<file path="src/rtl/assert_macros.svh">
// assertion macros shared by the frame interval averager modules
`ifndef ASSERT_MACROS_SVH
`define ASSERT_MACROS_SVH

// same-cycle implication, checked outside reset
`define FIA_ASSERT_IMPL(label, clk, rst, ante, cons, msg) \
   label: assert property (@(posedge clk) disable iff (rst) (ante) |-> (cons)) \
      else $error(msg);

// next-cycle implication, checked outside reset
`define FIA_ASSERT_NEXT(label, clk, rst, ante, cons, msg) \
   label: assert property (@(posedge clk) disable iff (rst) (ante) |=> (cons)) \
      else $error(msg);

`endif

</file>
<file path="src/rtl/fia_pkg.sv">
// types, constants and command structs for the frame interval averager
package fia_pkg;

   localparam int WINDOW_DEPTH = 64;
   localparam int PTR_W        = (WINDOW_DEPTH > 1) ? $clog2(WINDOW_DEPTH) : 1;
   localparam int CNT_W        = $clog2(WINDOW_DEPTH + 1);
   localparam int SUM_W        = 32 + $clog2(WINDOW_DEPTH);
   localparam int DIV_CNT_W    = $clog2(SUM_W + 1);
   localparam logic [31:0] TPS_RESET = 32'd10000000;

   typedef enum logic [1:0] {
      FUNC_MARK  = 2'd0,
      FUNC_STOP  = 2'd1,
      FUNC_START = 2'd2,
      FUNC_RESET = 2'd3
   } fia_func_type;

   // controller to datapath
   typedef struct packed {
      logic capture;
      logic measure;
      logic clear_avg;
      logic do_stop;
      logic do_start;
      logic add_paused;
      logic do_reset;
      logic check;
      logic rate_add;
      logic rate_latch;
      logic drop;
      logic push;
      logic div_load;
      logic div_step;
      logic avg_load;
      logic total;
      logic respond;
   } fia_cmd_type;

   // datapath to controller
   typedef struct packed {
      fia_func_type func;
      logic         stopped;
      logic         keep;
      logic         full;
      logic         count_zero;
      logic         div_last;
      logic         rsp_free;
   } fia_sts_type;

endpackage

</file>
<file path="src/rtl/fia_ctrl.sv">
// sequencing state machine for the frame interval averager
`include "assert_macros.svh"

module fia_ctrl
   import fia_pkg::*;
(
   input  logic        clock,
   input  logic        reset,
   input  logic        req_tvalid,
   output logic        req_tready,
   input  fia_sts_type sts,
   output fia_cmd_type cmd
);

   typedef enum logic [12:0] {
      ST_IDLE      = 13'h0001,
      ST_DECODE    = 13'h0002,
      ST_START_ADD = 13'h0004,
      ST_CHECK     = 13'h0008,
      ST_RATE      = 13'h0010,
      ST_LATCH     = 13'h0020,
      ST_DROP      = 13'h0040,
      ST_PUSH      = 13'h0080,
      ST_DIV_LOAD  = 13'h0100,
      ST_DIV_STEP  = 13'h0200,
      ST_AVG_LOAD  = 13'h0400,
      ST_TOTAL     = 13'h0800,
      ST_DONE      = 13'h1000
   } fia_state_type;

   fia_state_type state_ff, state_in;

   assign req_tready = (state_ff == ST_IDLE);

   always_comb begin
      cmd      = '0;
      state_in = state_ff;
      unique case (state_ff)
         ST_IDLE: begin
            if (req_tvalid) begin
               cmd.capture = 1'b1;
               state_in    = ST_DECODE;
            end
         end
         ST_DECODE: begin
            unique case (sts.func)
               FUNC_MARK: begin
                  if (sts.stopped) begin
                     cmd.clear_avg = 1'b1;
                     state_in      = ST_TOTAL;
                  end else begin
                     cmd.measure = 1'b1;
                     state_in    = ST_CHECK;
                  end
               end
               FUNC_STOP: begin
                  cmd.do_stop = !sts.stopped;
                  state_in    = ST_TOTAL;
               end
               FUNC_START: begin
                  if (sts.stopped) begin
                     cmd.do_start = 1'b1;
                     state_in     = ST_START_ADD;
                  end else begin
                     state_in = ST_TOTAL;
                  end
               end
               FUNC_RESET: begin
                  cmd.do_reset = 1'b1;
                  state_in     = ST_TOTAL;
               end
               default: state_in = ST_TOTAL;
            endcase
         end
         ST_START_ADD: begin
            cmd.add_paused = 1'b1;
            state_in       = ST_TOTAL;
         end
         ST_CHECK: begin
            cmd.check = 1'b1;
            state_in  = ST_RATE;
         end
         ST_RATE: begin
            cmd.rate_add = 1'b1;
            state_in     = ST_LATCH;
         end
         ST_LATCH: begin
            cmd.rate_latch = 1'b1;
            priority if (sts.keep && sts.full) state_in = ST_DROP;
            else if (sts.keep)                 state_in = ST_PUSH;
            else                               state_in = ST_DIV_LOAD;
         end
         ST_DROP: begin
            cmd.drop = 1'b1;
            state_in = ST_PUSH;
         end
         ST_PUSH: begin
            cmd.push = 1'b1;
            state_in = ST_DIV_LOAD;
         end
         ST_DIV_LOAD: begin
            cmd.div_load = 1'b1;
            state_in     = sts.count_zero ? ST_TOTAL : ST_DIV_STEP;
         end
         ST_DIV_STEP: begin
            cmd.div_step = 1'b1;
            if (sts.div_last) state_in = ST_AVG_LOAD;
         end
         ST_AVG_LOAD: begin
            cmd.avg_load = 1'b1;
            state_in     = ST_TOTAL;
         end
         ST_TOTAL: begin
            cmd.total = 1'b1;
            state_in  = ST_DONE;
         end
         ST_DONE: begin
            if (sts.rsp_free) begin
               cmd.respond = 1'b1;
               state_in    = ST_IDLE;
            end
         end
         default: state_in = ST_IDLE;
      endcase
   end

   always_ff @(posedge clock) begin
      if (reset) begin
         state_ff <= ST_IDLE;
      end else begin
         state_ff <= state_in;
      end
   end

   `FIA_ASSERT_IMPL(a_respond_free, clock, reset, cmd.respond, sts.rsp_free, "result loaded over a waiting one")
   `FIA_ASSERT_NEXT(a_div_finish, clock, reset, (state_ff == ST_DIV_STEP) && sts.div_last, state_ff == ST_AVG_LOAD, "divide did not finish")

endmodule

</file>
<file path="src/rtl/fia_dpath.sv">
// datapath: marks, interval window, rate counter, serial divider and result register
`include "assert_macros.svh"

module fia_dpath
   import fia_pkg::*;
(
   input  logic          clock,
   input  logic          reset,
   input  logic          csr_wr_en,
   input  logic [31:0]   csr_wr_data,
   input  logic [1:0]    req_func,
   input  logic [63:0]   req_timestamp,
   input  logic          rsp_tready,
   output logic          rsp_tvalid,
   output logic [31:0]   rsp_avg_frame_ticks,
   output logic [15:0]   rsp_frame_rate,
   output logic [63:0]   rsp_total_ticks,
   output logic          rsp_is_stopped,
   input  fia_cmd_type   cmd,
   output fia_sts_type   sts
);

   logic [31:0] window_mem [WINDOW_DEPTH];
   logic [31:0] rd_ff;

   fia_func_type         func_ff, func_in;
   logic [63:0]          ts_ff, ts_in;
   logic [63:0]          last_ff, last_in;
   logic [63:0]          cur_ff, cur_in;
   logic [63:0]          base_ff, base_in;
   logic [63:0]          stop_ff, stop_in;
   logic [63:0]          paused_ff, paused_in;
   logic                 stopped_ff, stopped_in;
   logic [63:0]          iv_ff, iv_in;
   logic                 keep_ff, keep_in;
   logic [15:0]          frames_ff, frames_in;
   logic [63:0]          rate_ff, rate_in;
   logic [15:0]          latched_ff, latched_in;
   logic [CNT_W-1:0]     count_ff, count_in;
   logic [SUM_W-1:0]     sum_ff, sum_in;
   logic [31:0]          avg_ff, avg_in;
   logic [PTR_W-1:0]     wp_ff, wp_in;
   logic [SUM_W-1:0]     quot_ff, quot_in;
   logic [CNT_W-1:0]     rem_ff, rem_in;
   logic [DIV_CNT_W-1:0] divcnt_ff, divcnt_in;
   logic [63:0]          work_ff, work_in;
   logic [31:0]          tps_ff, tps_in;
   logic                 rsp_valid_ff, rsp_valid_in;
   logic [31:0]          rsp_avg_ff, rsp_avg_in;
   logic [15:0]          rsp_rate_ff, rsp_rate_in;
   logic [63:0]          rsp_total_ff, rsp_total_in;
   logic                 rsp_stop_ff, rsp_stop_in;

   logic              full;
   logic [31:0]       iv_sat;
   logic [63:0]       avg_ext;
   logic [63:0]       diff;
   logic [64:0]       rate_sum;
   logic [CNT_W:0]    trial;
   logic              trial_ge;

   assign full    = (count_ff == CNT_W'(WINDOW_DEPTH));
   assign iv_sat  = (|iv_ff[63:32]) ? 32'hFFFF_FFFF : iv_ff[31:0];
   assign avg_ext = {32'd0, avg_ff};
   assign diff    = (iv_ff >= avg_ext) ? (iv_ff - avg_ext) : (avg_ext - iv_ff);
   assign rate_sum = {1'b0, rate_ff} + {1'b0, iv_ff};
   assign trial    = {rem_ff, quot_ff[SUM_W-1]};
   assign trial_ge = (trial >= {1'b0, count_ff});

   always_comb begin
      func_in      = func_ff;
      ts_in        = ts_ff;
      last_in      = last_ff;
      cur_in       = cur_ff;
      base_in      = base_ff;
      stop_in      = stop_ff;
      paused_in    = paused_ff;
      stopped_in   = stopped_ff;
      iv_in        = iv_ff;
      keep_in      = keep_ff;
      frames_in    = frames_ff;
      rate_in      = rate_ff;
      latched_in   = latched_ff;
      count_in     = count_ff;
      sum_in       = sum_ff;
      avg_in       = avg_ff;
      wp_in        = wp_ff;
      quot_in      = quot_ff;
      rem_in       = rem_ff;
      divcnt_in    = divcnt_ff;
      work_in      = work_ff;
      tps_in       = csr_wr_en ? csr_wr_data : tps_ff;
      rsp_valid_in = rsp_valid_ff && !rsp_tready;
      rsp_avg_in   = rsp_avg_ff;
      rsp_rate_in  = rsp_rate_ff;
      rsp_total_in = rsp_total_ff;
      rsp_stop_in  = rsp_stop_ff;

      if (cmd.capture) begin
         func_in = fia_func_type'(req_func);
         ts_in   = req_timestamp;
      end
      if (cmd.measure) begin
         iv_in   = ts_ff - last_ff;
         last_in = ts_ff;
         cur_in  = ts_ff;
      end
      if (cmd.clear_avg) begin
         avg_in = '0;
      end
      if (cmd.do_stop) begin
         stop_in    = ts_ff;
         stopped_in = 1'b1;
      end
      if (cmd.do_start) begin
         work_in    = ts_ff - stop_ff;
         last_in    = ts_ff;
         cur_in     = ts_ff;
         stop_in    = '0;
         stopped_in = 1'b0;
      end
      if (cmd.add_paused) begin
         paused_in = paused_ff + work_ff;
      end
      if (cmd.do_reset) begin
         base_in    = ts_ff;
         last_in    = ts_ff;
         cur_in     = ts_ff;
         stop_in    = '0;
         paused_in  = '0;
         stopped_in = 1'b0;
      end
      if (cmd.check) begin
         keep_in = (diff < {32'd0, tps_ff});
         if (frames_ff != 16'hFFFF) frames_in = frames_ff + 16'd1;
      end
      if (cmd.rate_add) begin
         rate_in = rate_sum[64] ? 64'hFFFF_FFFF_FFFF_FFFF : rate_sum[63:0];
      end
      if (cmd.rate_latch && (rate_ff > {32'd0, tps_ff})) begin
         latched_in = frames_ff;
         frames_in  = '0;
         rate_in    = '0;
      end
      if (cmd.drop) begin
         sum_in = sum_ff - SUM_W'(rd_ff);
      end
      if (cmd.push) begin
         sum_in = sum_ff + SUM_W'(iv_sat);
         wp_in  = (wp_ff == PTR_W'(WINDOW_DEPTH - 1)) ? '0 : wp_ff + PTR_W'(1);
         if (!full) count_in = count_ff + CNT_W'(1);
      end
      if (cmd.div_load) begin
         quot_in   = sum_ff;
         rem_in    = '0;
         divcnt_in = DIV_CNT_W'(SUM_W);
         if (count_ff == '0) avg_in = '0;
      end
      if (cmd.div_step) begin
         quot_in   = {quot_ff[SUM_W-2:0], trial_ge};
         rem_in    = trial_ge ? CNT_W'(trial - {1'b0, count_ff}) : trial[CNT_W-1:0];
         divcnt_in = divcnt_ff - DIV_CNT_W'(1);
      end
      if (cmd.avg_load) begin
         avg_in = quot_ff[31:0];
      end
      if (cmd.total) begin
         work_in = (stopped_ff ? stop_ff : cur_ff) - paused_ff;
      end
      if (cmd.respond) begin
         rsp_valid_in = 1'b1;
         rsp_avg_in   = stopped_ff ? 32'd0 : avg_ff;
         rsp_rate_in  = latched_ff;
         rsp_total_in = work_ff - base_ff;
         rsp_stop_in  = stopped_ff;
      end
   end

   // window store, oldest entry on the read port once the window is full
   always_ff @(posedge clock) begin
      if (cmd.push) begin
         window_mem[wp_ff] <= iv_sat;
      end
      rd_ff <= window_mem[wp_ff];
   end

   always_ff @(posedge clock) begin
      if (reset) begin
         last_ff      <= '0;
         cur_ff       <= '0;
         base_ff      <= '0;
         stop_ff      <= '0;
         paused_ff    <= '0;
         stopped_ff   <= 1'b0;
         frames_ff    <= '0;
         rate_ff      <= '0;
         latched_ff   <= '0;
         count_ff     <= '0;
         sum_ff       <= '0;
         avg_ff       <= '0;
         wp_ff        <= '0;
         keep_ff      <= 1'b0;
         divcnt_ff    <= '0;
         tps_ff       <= TPS_RESET;
         rsp_valid_ff <= 1'b0;
      end else begin
         last_ff      <= last_in;
         cur_ff       <= cur_in;
         base_ff      <= base_in;
         stop_ff      <= stop_in;
         paused_ff    <= paused_in;
         stopped_ff   <= stopped_in;
         frames_ff    <= frames_in;
         rate_ff      <= rate_in;
         latched_ff   <= latched_in;
         count_ff     <= count_in;
         sum_ff       <= sum_in;
         avg_ff       <= avg_in;
         wp_ff        <= wp_in;
         keep_ff      <= keep_in;
         divcnt_ff    <= divcnt_in;
         tps_ff       <= tps_in;
         rsp_valid_ff <= rsp_valid_in;
      end
   end

   always_ff @(posedge clock) begin
      func_ff      <= func_in;
      ts_ff        <= ts_in;
      iv_ff        <= iv_in;
      quot_ff      <= quot_in;
      rem_ff       <= rem_in;
      work_ff      <= work_in;
      rsp_avg_ff   <= rsp_avg_in;
      rsp_rate_ff  <= rsp_rate_in;
      rsp_total_ff <= rsp_total_in;
      rsp_stop_ff  <= rsp_stop_in;
   end

   assign sts.func       = func_ff;
   assign sts.stopped    = stopped_ff;
   assign sts.keep       = keep_ff;
   assign sts.full       = full;
   assign sts.count_zero = (count_ff == '0);
   assign sts.div_last   = (divcnt_ff == DIV_CNT_W'(1));
   assign sts.rsp_free   = !rsp_valid_ff || rsp_tready;

   assign rsp_tvalid          = rsp_valid_ff;
   assign rsp_avg_frame_ticks = rsp_avg_ff;
   assign rsp_frame_rate      = rsp_rate_ff;
   assign rsp_total_ticks     = rsp_total_ff;
   assign rsp_is_stopped      = rsp_stop_ff;

   `FIA_ASSERT_IMPL(a_count_max, clock, reset, 1'b1, count_ff <= CNT_W'(WINDOW_DEPTH), "sample count beyond window depth")
   `FIA_ASSERT_NEXT(a_full_stays, clock, reset, cmd.push && full, count_ff == CNT_W'(WINDOW_DEPTH), "full window lost a sample")

endmodule

</file>
<file path="src/rtl/frame_interval_averager_top.sv">
// top level of the frame interval averager: controller plus datapath
//
//  channel   dir   payload
//  req_*     in    tuser = func, tdata = timestamp
//  rsp_*     out   tdata = avg / rate / total, tuser = is_stopped
//  csr_*     in    ticks_per_second, written on csr_wr_en
//
//  a running frame mark walks the 38-step bit-serial divide of the window sum after its
//  window update: a push of a kept interval, with a drop of the oldest entry first when full;
//  with an empty window and the interval rejected the divide is skipped
//  stop, reset, a running start and a stopped mark skip both; a start from stop adds a step
//  reset is synchronous; the window store is not cleared, the fill count guards it
//  a stalled result waits in the output register while the next item is taken;
//  only the final load of a result waits for that register to drain
module frame_interval_averager_top
   import fia_pkg::*;
(
   input  logic          clock,
   input  logic          reset,
   // configuration
   input  logic          csr_wr_en,
   input  logic [31:0]   csr_wr_data,   // ticks_per_second
   // request stream
   input  logic          req_tvalid,
   output logic          req_tready,
   input  logic [63:0]   req_tdata,     // [63:0] timestamp
   input  logic [1:0]    req_tuser,     // [1:0] func
   // result stream
   output logic          rsp_tvalid,
   input  logic          rsp_tready,
   output logic [111:0]  rsp_tdata,     // [31:0] avg_frame_ticks, [47:32] frame_rate,
                                        // [111:48] total_ticks
   output logic [0:0]    rsp_tuser      // [0] is_stopped
);

   fia_cmd_type cmd;
   fia_sts_type sts;

   logic [31:0] avg_frame_ticks;
   logic [15:0] frame_rate;
   logic [63:0] total_ticks;
   logic        is_stopped;

   // sequencer: one item in flight, walks the mark, window and divide steps
   fia_ctrl u_ctrl (
      .clock      (clock),
      .reset      (reset),
      .req_tvalid (req_tvalid),
      .req_tready (req_tready),
      .sts        (sts),
      .cmd        (cmd)
   );

   // datapath: timestamps, interval window, rate window, divider, result register
   fia_dpath u_dpath (
      .clock               (clock),
      .reset               (reset),
      .csr_wr_en           (csr_wr_en),
      .csr_wr_data         (csr_wr_data),
      .req_func            (req_tuser),
      .req_timestamp       (req_tdata),
      .rsp_tready          (rsp_tready),
      .rsp_tvalid          (rsp_tvalid),
      .rsp_avg_frame_ticks (avg_frame_ticks),
      .rsp_frame_rate      (frame_rate),
      .rsp_total_ticks     (total_ticks),
      .rsp_is_stopped      (is_stopped),
      .cmd                 (cmd),
      .sts                 (sts)
   );

   // pack the result fields, lowest first
   assign rsp_tdata = {total_ticks, frame_rate, avg_frame_ticks};
   assign rsp_tuser = is_stopped;

endmodule
</file>
<file path="config.mk">
export PLATFORM = sky130hd
export DESIGN_NAME = frame_interval_averager_top
export DESIGN_NICKNAME = d
export VERILOG_FILES = /design/src/rtl/fia_pkg.sv /design/src/rtl/fia_ctrl.sv /design/src/rtl/fia_dpath.sv /design/src/rtl/frame_interval_averager_top.sv
export VERILOG_INCLUDE_DIRS = /design/src /design/src/rtl
export SDC_FILE = /design/constraint.sdc
export NUM_CORES = 2
export LEC_CHECK = 0
export ABC_AREA = 1
export BUFFER_PORTS_ARGS = -buffer_cell sky130_fd_sc_hd__buf_2
export CORE_ASPECT_RATIO = 0.6
export CORE_UTILIZATION = 33
export DETAILED_ROUTE_END_ITERATION = 8
export GPL_ROUTABILITY_DRIVEN = 1
export PLACE_DENSITY = 0.48
export SKIP_CTS_REPAIR_TIMING = 1
export SYNTH_ARGS = -nofsm -noshare
export SYNTH_HDL_FRONTEND = slang
export SYNTH_HIERARCHICAL = 1
export SYNTH_SLANG_ARGS = --single-unit
</file>
<file path="constraint.sdc">
create_clock -name clock -period 10.6 [get_ports clock]
set_input_delay 1.06 -clock clock [delete_from_list [all_inputs] [get_ports clock]]
set_output_delay 1.06 -clock clock [all_outputs]
set_load 0.01 [all_outputs]
</file>
Yosys cells after proc, flatten, opt, wreduce, memory -nomap -nowiden. Memories as Yosys holds them, arrays and structs flattened. A register that Yosys moved wholly into a read port is not among the register bits. Cells that the tools add are included.

Register bits: 841. Memory bits (writable): 2048. Bits of input ports: 103. Output and inout bits: 115. Logic and storage cells: 151. Memories kept: 1.

Add/subtract/negate cells: 15. Magnitude comparators: 4. Equality and inequality tests: 23. Mux-type cells: 58. Bitwise gates (word level): 1. Reductions and logical operators: 22.

Memories: u_dpath.window_mem (depth 64, bits a word 32, read ports 1, clocked after Yosys merged registers in 1, write ports 1, RTL line fia_dpath.sv:23) `logic [31:0] window_mem [WINDOW_DEPTH];`.

Operator list (count): two-way mux 64 bit (8); subtractor 64 bit (4); two-way mux 32 bit (5); case mux 13 bit (12 select lines) (1); two-way mux 38 bit (4); adder 64 x 64 -> 65 bit (1); adder 64 bit (1); >= comparator 64 x 32 -> 1 bit (1); > comparator 64 x 32 -> 1 bit (1); < comparator 64 x 32 -> 1 bit (1); subtractor 32 x 64 -> 64 bit (1); subtractor 64 x 32 -> 64 bit (1); two-way mux 13 bit (3); case mux 13 bit (3 select lines) (1); adder 38 x 32 -> 38 bit (1); subtractor 38 x 32 -> 38 bit (1); two-way mux 12 bit (3); OR reduction 32 bit (1); two-way mux 1 bit (23); two-way mux 7 bit (3); two-way mux 6 bit (3); two-way mux 9 bit (2); adder 16 x 1 -> 16 bit (second input constant) (1); inequality test 16 bit (second input constant) (1); 38 further kinds (51).

Longest topological paths before layout.
Depth in word-level cells: 7. Mapped depth: 33. Depth with buffers taken out: 31.

Hierarchy. Netlist, hierarchy kept.

Modules (own cells, without submodules): fia_dpath (times used 1, cells an instance 14106, area an instance 140861.3 µm², sequential area each 82238.9 µm²); fia_ctrl (times used 1, cells an instance 156, area an instance 955.9 µm², sequential area each 260.2 µm²).

Worst setup path before layout. OpenSTA, ideal clock, no wires.

Path kind: input -> register. Start: in rsp_tready. End: reg u_dpath.rsp_avg_ff[0] (netlist: u_dpath/rsp_avg_frame_ticks[0]), enable pin. Setup time: 0.589 ns. Data arrival time: 5.906 ns. Required time: 10.011 ns. Slack: 4.105 ns. Cell stages on the path: 4. Buffers on the path: 0. Path through: inv_1 > nand2_1 > inv_1 > nor2_1.

RTL lines: start, declared (RTL line frame_interval_averager_top.sv:30) `input logic rsp_tready,`; end signal, assigned (RTL line fia_dpath.sv:234) `rsp_avg_ff <= rsp_avg_in;`; end, declared (RTL line fia_dpath.sv:49) `logic [31:0] rsp_avg_ff, rsp_avg_in;`.

Final worst setup path.
Start: reg u_dpath.iv_ff[33]. End: reg u_dpath.keep_ff.

Word-level cells in the longest chain between the ends: 3. Elaborated cells on any way between the ends: 5. Those cells by class: 2 x add/sub; 2 x order compare; 1 x mux.

RTL lines: start, declared (RTL line fia_dpath.sv:34) `logic [63:0] iv_ff, iv_in;`; start signal, assigned (RTL line fia_dpath.sv:230) `iv_ff <= iv_in;`; subtractor 32 x 64 -> 64 bit (tied with other cells) (RTL line fia_dpath.sv:65) `assign diff = (iv_ff >= avg_ext) ? (iv_ff - avg_ext) : (avg_ext - iv_ff);`; two-way mux 64 bit (*) (RTL line fia_dpath.sv:65); < comparator 64 x 32 -> 1 bit (*) (RTL line fia_dpath.sv:134) `keep_in = (diff < {32'd0, tps_ff});`; end signal, assigned (RTL line fia_dpath.sv:220) `keep_ff <= keep_in;`; end, declared (RTL line fia_dpath.sv:35) `logic keep_ff, keep_in;`.

Every way passes the cells marked *; elsewhere a longest branch is shown, timed or not. A chain may end at the register's enable or synchronous reset.

==> impl_metrics.py <==
metrics = {
    "route": {
        "routed_via_density": 5.49,
        "dr.pass1.iters": 6,
        "wl_um": 606000,
        "routed_wire_length_per_instance_um": 29.5,
        "ant_nets": 0,
        "drtIter0Drc": 16142,
        "remaining_drc_errors": 0,
        "detailroute.via_count": 112939,
    },
    "worst_setup_path": {
        "worstRegToRegCells": 26,
        "maximum_fanout_encountered_on_the_critical_timing_path": 79,
        "cp-endpoint": "u_dpath/keep_ff",
        "slowest_stage": "nand3_4",
        "r2r-start": "u_dpath/iv_ff[33]",
        "timing.reg2reg.setup_slack_ps": 4850,
        "arrival_ps": 6570,
        "setup.worst_path.start": "u_dpath/iv_ff[33]",
        "worstPathRequired_ps": 11430,
        "slowest_delay_ps": 740,
        "nature_of_the_critical_path_endpoint": "flop",
        "criticalPathCategory": "flop to flop",
        "critPathLaunchType": "flop",
        "rr_endpoint": "u_dpath/keep_ff",
    },
    "final_layout": {
        "multiInputGateArea_um2": 51800,
        "most-common-layout-cells": "nand2_1, edfxtp_1, inv_1",
        "layoutNonFillerInstCount": 20560,
        "layout_commonest_cell": "nand2_1",
        "final_core_utilization": 0.375,
        "nFillCells": 42876,
        "nets": 15237,
        "layout-drive-gt1-share": 0.0771,
        "synthToLayoutAreaGrowth_pct": 13.2,
        "seq_area_um2": 82500,
    },
    "timing": {
        "number_of_hold_violations_in_the_final_report": 0,
        "worst_slew_pin_slew_ps": 1330,
        "fin_worst_skew_ps": 108,
        "highest_clock_rate_ghz": 0.174,
        "rsz_0062_raised_after_global_routing": "false",
        "final.min_clock_period_ps": 5750,
        "max-slew-margin-rel": 0.116,
        "fin_setup_tns_ps": 0,
        "count_of_final_setup_violators": 0,
        "final.hold.worst_slack_ps": 289,
        "final.period_utilization": 0.542,
        "timing_max_transition_violations_final": 0,
    },
    "global_route": {
        "grt.total_usage": 0.270,
        "grt_antenna_before_repair": 50,
        "gr-total-overflow": 0,
        "grt_max_degree": 117,
        "first_global_vias": 100749,
        "grt_first_pass_wirelength_um": 826000,
    },
    "yosys": {
        "synth-async-reset-ratio": 0,
        "yosys_most_used_dff": "edfxtp_1",
        "mappedNetlistNets": 14932,
        "synth_enable_flop_cells": 2400,
        "synth_seq_cells": 2921,
        "netlist_instances": 14262,
        "synth_area_per_cell_um2": 9.94,
        "synth_area_um2": 142000,
        "synth_cell_type_count": 72,
        "yosysSeqAreaShare": 0.582,
        "yosysWarnings": 6,
    },
    "power": {
        "p_comb_frac": 0.089,
        "report.power.total_uw": 25600,
        "vdd_ir_drop_max_v": 0.000136,
        "swShare": 0.261,
        "cellLeakagePower_uw": 0.0527,
        "internal-power_uw": 18900,
        "power_frac_seq": 0.487,
        "cellPowerDensity_nw_per_um2": 159,
        "total_switching_power_uw": 6680,
        "clock_power_share": 0.423,
    },
    "floorplan": {
        "ios": 218,
        "rows": 186,
        "initial_utilization": 0.332,
        "die_area_um2": 432000,
        "die_width_um": 848,
        "chipHeight_um": 510,
        "core_area_um2": 428000,
    },
    "clock_network": {
        "tritoncts_clock_tree": "done",
        "cts_made_buffers": 305,
        "clock_tree.buffer_depth": 4,
        "clkSlewWorstSetupHoldPaths_ps": 70,
        "clk-insertion-delay-late_ps": 980,
        "tritoncts_num_sinks": 2921,
        "ctsHtreeMaxLevel": 5,
        "clock_tree_root": "clkbuf_16",
    },
    "worst_hold_path": {
        "hold_path.class": "input port to flop",
    },
    "place": {
        "io_buffers": 217,
        "finalWeightedCongestion": 1.00,
        "hpwl_um": 439000,
        "dp_cells": 19994,
    },
    "run": {
        "cap_viol_max_count": 0,
    },
    "outcome": {
        "status": "complete, no violations",
    },
}
logic make-up (layout without fill, tap and decap cells):
| logic type | count (synthesis) | in the layout | synth area share |
|---|---|---|---|
| compound gates | 3465 | 3465 | 0.147 |
| fa+ha+maj | 567 | 567 | 0.0506 |
| simple gates | 4799 | 4799 | 0.141 |
| xor+xnor | 345 | 345 | 0.0213 |
| mux | 3 | 3 | 0.000212 |
| buf+inv | 2162 | 2704 | 0.0584 |
| flops | 2921 | 2921 | 0.582 |
| other cells | 0 | 22 | 0 |
routing by layer:
layer  vias to the layer above  routed length, um  GRT usage
met5                         -                264    0.00315
met4                        14               9800     0.0425
met3                       474              83700      0.107
met2                      5800             209000      0.317
met1                     55755             303000      0.447
li1                      50896                  -          -
Yosys cell counts, types with 7 or more instances:
| cell | number | share of area |
|---|---|---|
| a211oi_1 | 19 | 0.0010 |
| a21boi_0 | 40 | 0.0021 |
| a21boi_1 | 7 | 0.00037 |
| a21o_1 | 53 | 0.0028 |
| a21oi_1 | 1248 | 0.044 |
| a221oi_1 | 249 | 0.015 |
| a22o_1 | 186 | 0.011 |
| a22oi_1 | 299 | 0.016 |
| a31oi_1 | 178 | 0.0079 |
| and3_1 | 9 | 0.00040 |
| buf_1 | 57 | 0.0015 |
| buf_2 | 85 | 0.0030 |
| buf_4 | 9 | 0.00048 |
| clkbuf_1 | 296 | 0.0078 |
| clkinv_1 | 14 | 0.00037 |
| dfxtp_1 | 521 | 0.074 |
| edfxtp_1 | 2400 | 0.51 |
| fa_1 | 10 | 0.0014 |
| ha_1 | 557 | 0.049 |
| inv_1 | 1676 | 0.044 |
| inv_2 | 20 | 0.00053 |
| nand2_1 | 2701 | 0.071 |
| nand2_2 | 22 | 0.00097 |
| nand3_1 | 285 | 0.010 |
| nand3b_1 | 25 | 0.0013 |
| nand4_1 | 317 | 0.014 |
| nor2_1 | 1198 | 0.032 |
| nor2_2 | 18 | 0.00079 |
| nor2_4 | 11 | 0.00087 |
| nor3_1 | 109 | 0.0038 |
| nor4_1 | 50 | 0.0022 |
| o2111ai_1 | 8 | 0.00049 |
| o211ai_1 | 29 | 0.0015 |
| o21a_1 | 50 | 0.0026 |
| o21ai_0 | 945 | 0.033 |
| o21ai_1 | 46 | 0.0016 |
| o21bai_1 | 38 | 0.0020 |
| o221ai_1 | 17 | 0.0010 |
| o311ai_0 | 8 | 0.00049 |
| o31ai_1 | 9 | 0.00048 |
| or2_2 | 20 | 0.00088 |
| xnor2_1 | 139 | 0.0086 |
| xor2_1 | 206 | 0.013 |
power by group through the flow:
stage / registers (uW) / clock network, uW / logic [uW]
floorplan: 12700 / 0 / 1130
global placement: 12700 / 0 / 2130
detailed placement: 12700 / 0 / 2120
CTS: 12500 / 11000 / 2130
global route: 12500 / 11400 / 2390
finish: 12500 / 10800 / 2280
metrics by stage:
stage / instance area, um2 / worst slack, ps
global placement: 151000 / 5000
floorplan: 142000 / 4110
global route: 161000 / 4470
finish: 161000 / 4850
CTS: 161000 / 4990
detailed placement: 151000 / 5020
state kept, by name, summed over array words and instances, names as in the netlist, 13 cells and up:
signal                       count
u_ctrl/state_ff                 13
u_dpath/avg_ff                  32
u_dpath/base_ff                 64
u_dpath/cur_ff                  64
u_dpath/frames_ff               16
u_dpath/iv_ff                   64
u_dpath/latched_ff              16
u_dpath/paused_ff               64
u_dpath/quot_ff                 38
u_dpath/rate_ff                 64
u_dpath/rd_ff                   32
u_dpath/rsp_avg_frame_ticks     32
u_dpath/rsp_frame_rate          16
u_dpath/rsp_total_ticks         64
u_dpath/stop_ff                 64
u_dpath/sum_ff                  38
u_dpath/tps_ff                  32
u_dpath/ts_ff                   64
u_dpath/window_mem            2048
u_dpath/work_ff                 64
layout make-up:
class                      count  area share
inverter                    1711      0.0402
timing repair buffer         449      0.0183
sequential                  2921       0.514
clock buffer                 392      0.0517
tap                         5734      0.0447
clock inverter               152     0.00852
antenna                       22    0.000343
multi-input combinational   9179       0.323
worst max-delay path: cells and delay by family (launching register included):
family          cells  cell delay [ps]
xor+xnor            1              160
flops               1              570
buf+inv             3              680
fa+ha+maj           1              290
simple gates       15             2520
compound gates      6             1380
worst min path at each step:
stage / startpoint / endpoint / slack [ps] / cells past startpoint
after floorplan: u_dpath/latched_ff[0] / u_dpath/rsp_frame_rate[0] / 410 / 0
after global placement: u_dpath/latched_ff[1] / u_dpath/rsp_frame_rate[1] / 420 / 0
after detailed placement: u_dpath/latched_ff[1] / u_dpath/rsp_frame_rate[1] / 420 / 0
after CTS: req_tdata[4] / u_dpath/ts_ff[4] / 240 / 1
after global routing: req_tdata[4] / u_dpath/ts_ff[4] / 240 / 1
final: req_tdata[4] / u_dpath/ts_ff[4] / 290 / 1
(Power assumes the default switching activity.)
